## config.mk

```make
export PLATFORM = sky130hd
export DESIGN_NAME = positional_list_engine_top
export DESIGN_NICKNAME = d
export VERILOG_FILES = /design/src/rtl/ple_pkg.sv /design/src/rtl/ple_ctrl.sv /design/src/rtl/ple_datapath.sv /design/src/rtl/positional_list_engine_top.sv
export SDC_FILE = /design/constraint.sdc
export NUM_CORES = 1
export LEC_CHECK = 0
export BUFFER_PORTS_ARGS = -buffer_cell sky130_fd_sc_hd__buf_2
export CAP_MARGIN = 15
export CORE_ASPECT_RATIO = 1.5
export CORE_MARGIN = 1
export CORE_UTILIZATION = 56
export CTS_CLUSTER_SIZE = 16
export DETAILED_ROUTE_END_ITERATION = 7
export PLACE_DENSITY = 0.78
export SYNTH_ARGS = -nofsm -noshare
export SYNTH_HDL_FRONTEND = slang
export SYNTH_HIERARCHICAL = 1
export SYNTH_SLANG_ARGS = --single-unit
```

## constraint.sdc

```tcl
create_clock -name clk_i -period 16.2 [get_ports clk_i]
set_input_delay 0.81 -clock clk_i [delete_from_list [all_inputs] [get_ports clk_i]]
set_output_delay 0.81 -clock clk_i [all_outputs]
set_load 0.01 [all_outputs]
```

## src/rtl/ple_pkg.sv

```systemverilog
// Shared types and constants for the positional list engine.
`default_nettype none

package ple_pkg;

  // Fixed field widths
  localparam int unsigned OpW       = 3;
  localparam int unsigned PosW      = 5;
  localparam int unsigned DataW     = 32;
  localparam int unsigned StatusW   = 2;
  localparam int unsigned CountOutW = 5;

  // Default number of list entries
  localparam int unsigned DefaultDepth = 16;

  // Operation codes
  typedef enum logic [OpW-1:0] {
    OP_APPEND_END   = 3'd0,
    OP_REMOVE_END   = 3'd1,
    OP_INSERT_FRONT = 3'd2,
    OP_REMOVE_FRONT = 3'd3,
    OP_INSERT_AT    = 3'd4,
    OP_REMOVE_AT    = 3'd5,
    OP_READ_AT      = 3'd6
  } op_e;

  // Result status codes
  typedef enum logic [StatusW-1:0] {
    ST_OK    = 2'd0,
    ST_FULL  = 2'd1,
    ST_EMPTY = 2'd2,
    ST_RANGE = 2'd3
  } status_e;

  // Controller to datapath command
  typedef struct packed {
    logic execute;  // perform the operation on the word at the input ports
    logic hold;     // result register is waiting to be taken
  } ple_cmd_t;

endpackage

`default_nettype wire

```

## src/rtl/ple_ctrl.sv

```systemverilog
// Controller: handshake sequencing for the positional list engine.
`default_nettype none

module ple_ctrl (
  input  wire             clk_i,
  input  wire             rst_ni,
  input  wire             in_valid_i,
  output logic            in_stall_o,
  output logic            out_valid_o,
  input  wire             out_stall_i,
  output ple_pkg::ple_cmd_t cmd_o
);
  import ple_pkg::*;

  typedef enum logic [1:0] {
    S_IDLE = 2'b01,
    S_RESP = 2'b10
  } state_e;

  state_e state_q, state_d;

  // Next state
  always_comb begin
    state_d = state_q;
    case (state_q)
      S_IDLE: begin
        if (in_valid_i) state_d = S_RESP;
      end
      S_RESP: begin
        if (!out_stall_i) state_d = S_IDLE;
      end
      default: state_d = S_IDLE;
    endcase
  end

  always_ff @(posedge clk_i or negedge rst_ni) begin
    if (!rst_ni) begin
      state_q <= S_IDLE;
    end else begin
      state_q <= state_d;
    end
  end

  // Handshake and commands
  assign in_stall_o    = (state_q != S_IDLE);
  assign out_valid_o   = (state_q == S_RESP);
  assign cmd_o.execute = in_valid_i && (state_q == S_IDLE);
  assign cmd_o.hold    = (state_q == S_RESP);

endmodule

`default_nettype wire

```

## src/rtl/ple_datapath.sv

```systemverilog
// Datapath: row of element cells, count register and result register.
`default_nettype none

module ple_datapath #(
  parameter int unsigned DEPTH = ple_pkg::DefaultDepth
) (
  input  wire                                   clk_i,
  input  wire                                   rst_ni,
  input  ple_pkg::ple_cmd_t                     cmd_i,
  input  wire        [ple_pkg::OpW-1:0]         op_i,
  input  wire        [ple_pkg::PosW-1:0]        position_i,
  input  wire signed [ple_pkg::DataW-1:0]       value_i,
  output logic       [ple_pkg::StatusW-1:0]     status_o,
  output logic       [ple_pkg::CountOutW-1:0]   count_o,
  output logic signed [ple_pkg::DataW-1:0]      data_o
);
  import ple_pkg::*;

  localparam int unsigned CW   = $clog2(DEPTH + 1);
  localparam int unsigned IW   = (DEPTH > 1) ? $clog2(DEPTH) : 1;
  localparam int unsigned CMPW = (CW > PosW) ? CW : PosW;

  logic [DataW-1:0] elems_q [DEPTH];
  logic [DataW-1:0] elems_d [DEPTH];
  logic [CW-1:0]    count_q, count_d;

  logic [StatusW-1:0]   status_q, status_d;
  logic [CountOutW-1:0] count_out_q;
  logic [DataW-1:0]     data_q, data_d;

  logic            full, empty;
  logic [CMPW-1:0] cnt_w, pos_w, at_w;
  logic [IW-1:0]   at_idx;
  logic            do_ins, do_rem;

  assign full  = (count_q == CW'(DEPTH));
  assign empty = (count_q == '0);
  assign cnt_w = CMPW'(count_q);
  assign pos_w = CMPW'(position_i);

  // Decode: target index, status and which way the cells move
  always_comb begin
    at_w     = '0;
    status_d = ST_OK;
    do_ins   = 1'b0;
    do_rem   = 1'b0;
    case (op_e'(op_i))
      OP_APPEND_END, OP_INSERT_FRONT, OP_INSERT_AT: begin
        if (op_e'(op_i) == OP_APPEND_END) at_w = cnt_w;
        else if (op_e'(op_i) == OP_INSERT_AT) at_w = pos_w;
        if (full) status_d = ST_FULL;
        else if (at_w > cnt_w) status_d = ST_RANGE;
        else do_ins = 1'b1;
      end
      OP_REMOVE_END, OP_REMOVE_FRONT, OP_REMOVE_AT, OP_READ_AT: begin
        if (op_e'(op_i) == OP_REMOVE_END) at_w = cnt_w - CMPW'(1);
        else if (op_e'(op_i) != OP_REMOVE_FRONT) at_w = pos_w;
        if (empty) status_d = ST_EMPTY;
        else if (at_w >= cnt_w) status_d = ST_RANGE;
        else if (op_e'(op_i) != OP_READ_AT) do_rem = 1'b1;
      end
      default: ;
    endcase
  end

  assign at_idx = at_w[IW-1:0];

  // Removed or read word; zero unless a remove or read succeeded
  always_comb begin
    data_d = '0;
    if (status_d == ST_OK &&
        (op_i inside {OP_REMOVE_END, OP_REMOVE_FRONT, OP_REMOVE_AT, OP_READ_AT})) begin
      data_d = elems_q[at_idx];
    end
  end

  // Count update
  always_comb begin
    count_d = count_q;
    if (do_ins) count_d = count_q + CW'(1);
    else if (do_rem) count_d = count_q - CW'(1);
  end

  // Cell row: each cell takes its lower neighbour, its upper neighbour or the new word
  for (genvar g = 0; g < DEPTH; g++) begin : g_cell
    always_comb begin
      elems_d[g] = elems_q[g];
      if (do_ins) begin
        if (IW'(g) == at_idx) begin
          elems_d[g] = value_i;
        end else if (IW'(g) > at_idx) begin
          if (g > 0) elems_d[g] = elems_q[(g > 0) ? g - 1 : 0];
        end
      end else if (do_rem) begin
        if (IW'(g) >= at_idx && g < DEPTH - 1) begin
          elems_d[g] = elems_q[(g < DEPTH - 1) ? g + 1 : g];
        end
      end
    end

    always_ff @(posedge clk_i) begin
      if (cmd_i.execute) elems_q[g] <= elems_d[g];
    end
  end

  // List count
  always_ff @(posedge clk_i or negedge rst_ni) begin
    if (!rst_ni) begin
      count_q <= '0;
    end else if (cmd_i.execute) begin
      count_q <= count_d;
    end
  end

  // Result register, held while the word waits to be taken
  always_ff @(posedge clk_i) begin
    if (cmd_i.execute && !cmd_i.hold) begin
      status_q    <= status_d;
      count_out_q <= CountOutW'(count_d);
      data_q      <= data_d;
    end
  end

  assign status_o = status_q;
  assign count_o  = count_out_q;
  assign data_o   = data_q;

endmodule

`default_nettype wire

```

## src/rtl/positional_list_engine_top.sv

```systemverilog
// Top level of the positional list engine: controller plus datapath.
//
//  channel  | handshake                  | fields
//  ---------+----------------------------+------------------------------
//  in       | in_valid_i / in_stall_o    | op_i, position_i, value_i
//  out      | out_valid_o / out_stall_i  | status_o, count_o, data_o
//
// An operation runs in the cycle its word is accepted,
// with every cell of the row shifting at once, and its result is shown from
// the next cycle. One word is in flight at a time; the input stalls until the
// result is taken, so a stalled output holds the whole engine.
// Reset clears the count to an empty list; element cells are not reset.
`default_nettype none

module positional_list_engine_top #(
  parameter int unsigned DEPTH = ple_pkg::DefaultDepth
) (
  input  wire                                 clk_i,
  input  wire                                 rst_ni,
  input  wire                                 in_valid_i,
  output logic                                in_stall_o,
  input  wire        [ple_pkg::OpW-1:0]       op_i,
  input  wire        [ple_pkg::PosW-1:0]      position_i,
  input  wire signed [ple_pkg::DataW-1:0]     value_i,
  output logic                                out_valid_o,
  input  wire                                 out_stall_i,
  output logic       [ple_pkg::StatusW-1:0]   status_o,
  output logic       [ple_pkg::CountOutW-1:0] count_o,
  output logic signed [ple_pkg::DataW-1:0]    data_o
);
  import ple_pkg::*;

  ple_cmd_t cmd;

  // Handshake sequencing
  ple_ctrl u_ctrl (
    .clk_i       (clk_i),
    .rst_ni      (rst_ni),
    .in_valid_i  (in_valid_i),
    .in_stall_o  (in_stall_o),
    .out_valid_o (out_valid_o),
    .out_stall_i (out_stall_i),
    .cmd_o       (cmd)
  );

  // List storage and operation logic
  ple_datapath #(
    .DEPTH (DEPTH)
  ) u_datapath (
    .clk_i      (clk_i),
    .rst_ni     (rst_ni),
    .cmd_i      (cmd),
    .op_i       (op_i),
    .position_i (position_i),
    .value_i    (value_i),
    .status_o   (status_o),
    .count_o    (count_o),
    .data_o     (data_o)
  );

endmodule

`default_nettype wire
```

==> summary.txt <==
Logic synthesis
  • Most frequently used flop master after synthesis: edfxtp_1
  • Number of enable flip-flop cells after synthesis: 551
  • Fraction of synthesis flops using an asynchronous set or reset pin: 1.25%
  • Flop and latch count out of synthesis: 558
  • Yosys cell types: 70
  • Synth top cells by count: nand2_1, edfxtp_1, a21oi_1, nand3_1, o211ai_1
  • Proportion of synthesized chip area in sequential cells: 53.0%
  • Number of warnings reported in the yosys synthesis log: 6
  • Netlist Area Pre-Place: 31600 um^2
  • Synthesized instance count: 2948
  • Syn nets: 3004
  • Post-Synthesis Mean Instance Area: 10.7 um^2
  • Cell types with the largest area share after synthesis: edfxtp_1, nand2_1, mux4_2
  • Leading cell type by number of instances after synthesis: nand2_1
  • Post-synth top area share: 52.4%
  • Post-synthesis cell type with the largest combined area: edfxtp_1

CTS
  • Clock Latency Late Sink: 0.61 ns
  • Post-CTS Setup Inserts: 0
  • Maximum number of buffers from clock root to sink: 3
  • Number of gates given a new drive strength after cts: 0
  • Number of hold buffers added after cts: 0
  • Sinks on Clock Net: 558
  • Clk pin slew, worst setup/hold paths: 0.07 ns
  • H-tree depth: 2
  • Clock tree root buffer cell: clkbuf_16
  • Clock tree from TritonCTS: done
  • Total CTS buffers: 52

Floorplanning
  • Boundary Pins: 85
  • Die outline width: 196 um
  • Die boundary height: 293 um
  • Initial core utilization: 56.7%
  • Die Area: 57400 um^2
  • Core Rows: 106
  • Area of the core: 55700 um^2

Critical path
  • CP most frequent cell: buf_4
  • Cell type group with the largest total delay on the critical path: compound AO/OA/AOI/OAI gates
  • Critical Path Sink Type: flip-flop
  • Slowest stage delay, CP: 0.68 ns
  • Crit path required time: 16.44 ns
  • Slowest stage cell, crit path: a21oi_4
  • Chain of cells forming the critical path: inv_1, ha_1, and3_1, xnor2_1, a22o_1, ha_1, a21oi_1, o21ai_1, nor3_1, buf_4, o21ai_2, buf_4, a21oi_4, buf_4
  • Total buffers and inverters traversed by the critical path: 4
  • Crit start category: flip-flop
  • Crit Path Category: reg -> reg
  • CP Data Arrival Time: 5.00 ns
  • Critical path peak fanout: 19

Global route
  • Via count of the first global-routing pass: 25201
  • Pin count of the biggest net entering global routing: 260
  • Initial antenna violation count: 5
  • Total GRT Usage: 34.4%
  • Total overflow reported by the global router: 0
  • Wire length of the first global-routing pass: 150 mm

STA
  • Crit path time final: 4.76 ns
  • Worst Slack Setup Final: 11.44 ns
  • Final number of hold-violating endpoints: 0
  • Final-layout worst hold slack: 0.0326 ns
  • TNS Setup: 0 ns
  • Relative max-transition margin: 13.2%
  • Total of endpoints with negative setup slack in the final report: 0
  • Final Cycle Share: 29.4%
  • Least-Margin Pin Slew: 1.30 ns
  • Setup clock skew after layout: 0.0134 ns
  • Fmax achieved: 210 MHz
  • RSZ-0062 raised after global routing: no
  • Number of max-slew violations in the final report: 0

Detailed routing
  • DRC marker count from the first detailed-route iteration: 3333
  • Detailed-route wire length: 99.4 mm
  • Total iterations of the first detailed-routing run: 6
  • Routed wirelength normalized by instance count: 27.7 um
  • DRC violations left: 0
  • Via count: 25688
  • Number of nets still failing antenna checks after routing: 0
  • Via-to-Cell Ratio: 7.16

Power and ir drop
  • Power density of the placed cells: 154 nW/um^2
  • Cell leakage power: 11.6 nW
  • Peak VDD IR: 0.121 mV
  • Power, Total: 5.21 mW

Placed design
  • Global placer's final weighted congestion: 0.858
  • Pre-CTS setup slack: 11.29 ns
  • Number of cells after detailed placement: 3488
  • Cell area after placement: 32200 um^2
  • Detailed placement HPWL: 54.6 mm
  • Port-buffer cells: 84

Finish
  • Layout cell share with drive strength beyond 1: 12.8%
  • Share of the core filled with cells: 60.8%
  • Nets@finish: 2897
  • Final design area excluding fillers: 33900 um^2
  • Synthesis-to-layout area growth: 7.33%
  • Final std cells w/o fill: 3588

Job
  • Number of maximum-capacitance constraint violations: 0

Min path
  • Worst hold-check path type: in -> async

Run status
  • Outcome: complete, no violations
-- final cells by class --
| class | count | area (um^2) |
|---|---|---|
| clock buffers | 61 | 1360 |
| diodes | 5 | 12.5 |
| flip-flops and latches | 558 | 16700 |
| fillers | 4298 | 21800 |
| multi-input cells | 2057 | 13600 |
| clock inverters | 33 | 325 |
| inverters | 37 | 139 |
| repair buffers | 135 | 848 |
| well taps | 702 | 878 |
-- power by group --
group,switching (mW),internal [mW],leakage [nW],total [mW]
Clock,0.561,0.694,0.812,1.26
Combinational,1.19,0.598,5.66,1.79
Sequential,0.165,2.00,5.14,2.16
Total,1.92,3.29,11.6,5.21
-- path summary, 6_finish.rpt --
kind                                         endpoint  slack [ns]                 startpoint  depth (start not counted)
setup / recovery           u_datapath/elems_q[13][26]       11.44        u_datapath/cnt_w[0]                         14
hold / removal                    u_datapath/cnt_w[4]        0.03                     rst_ni                          1
setup reg to reg           u_datapath/elems_q[13][26]       11.44        u_datapath/cnt_w[0]                         14
hold reg to reg             u_datapath/elems_q[0][12]        0.58  u_datapath/elems_q[1][12]                          2
max in group asynchronous           u_ctrl/state_q[0]       15.93                     rst_ni                          1
min in group clk_i                  u_ctrl/state_q[0]        0.36                out_stall_i                          2
-- cells in the final DEF, fill, tap and decap left out, types with 6 or more instances in the layout --
cell / netlist / layout
nand2_1: 651 / 650
edfxtp_1: 551 / 551
a21oi_1: 234 / 229
nand3_1: 234 / 229
o211ai_1: 225 / 225
mux2i_1: 134 / 134
o21ai_1: 129 / 128
nor2_1: 109 / 103
mux4_2: 97 / 97
buf_2: 86 / 84
clkbuf_16: 0 / 53
buf_4: 13 / 48
a32oi_1: 34 / 34
a32o_1: 32 / 32
o221ai_1: 31 / 31
inv_1: 29 / 29
mux2_1: 29 / 29
clkinv_1: 7 / 19
ha_1: 12 / 12
xnor2_1: 10 / 10
clkbuf_1: 157 / 8
clkinv_2: 0 / 7
nor3_1: 12 / 7
nor2_4: 0 / 7
bufinv_16: 0 / 6
nand2b_1: 6 / 6
dfrtp_1: 6 / 6
-- registers in the layout, indices dropped and copies added, names as in the netlist --
signal,count
u_datapath/count_o,5
u_datapath/data_o,32
u_datapath/cnt_w,5
u_datapath/elems_q,512
u_datapath/status_o,2
u_ctrl/state_q,2
-- kinds of logic (layout without fill, tap and decap cells) --
family | after synthesis | in the layout | share of synthesized area, %
and+or+nand+nor | 1052 | 1052 | 14.4
AOI/OAI and AO/OA | 717 | 717 | 14.7
DFF | 558 | 558 | 53.0
buffers and inverters | 333 | 266 | 4.79
muxes | 264 | 264 | 12.3
adders and majority gates | 12 | 12 | 0.475
xor gates and xnor gates | 12 | 12 | 0.333
other | 0 | 5 | 0
-- per-layer routing --
metal / routed length (um) / share of wire (%) / vias up / track usage (%)
li1: - / - / 10871 / -
met1: 33300 / 33 / 12359 / 42.2
met2: 46700 / 47 / 1933 / 55.6
met3: 11700 / 12 / 523 / 6.06
met4: 7700 / 7.7 / 2 / 23.3
met5: 12 / 0.012 / - / 0
Power figures use the tool's default switching activity.
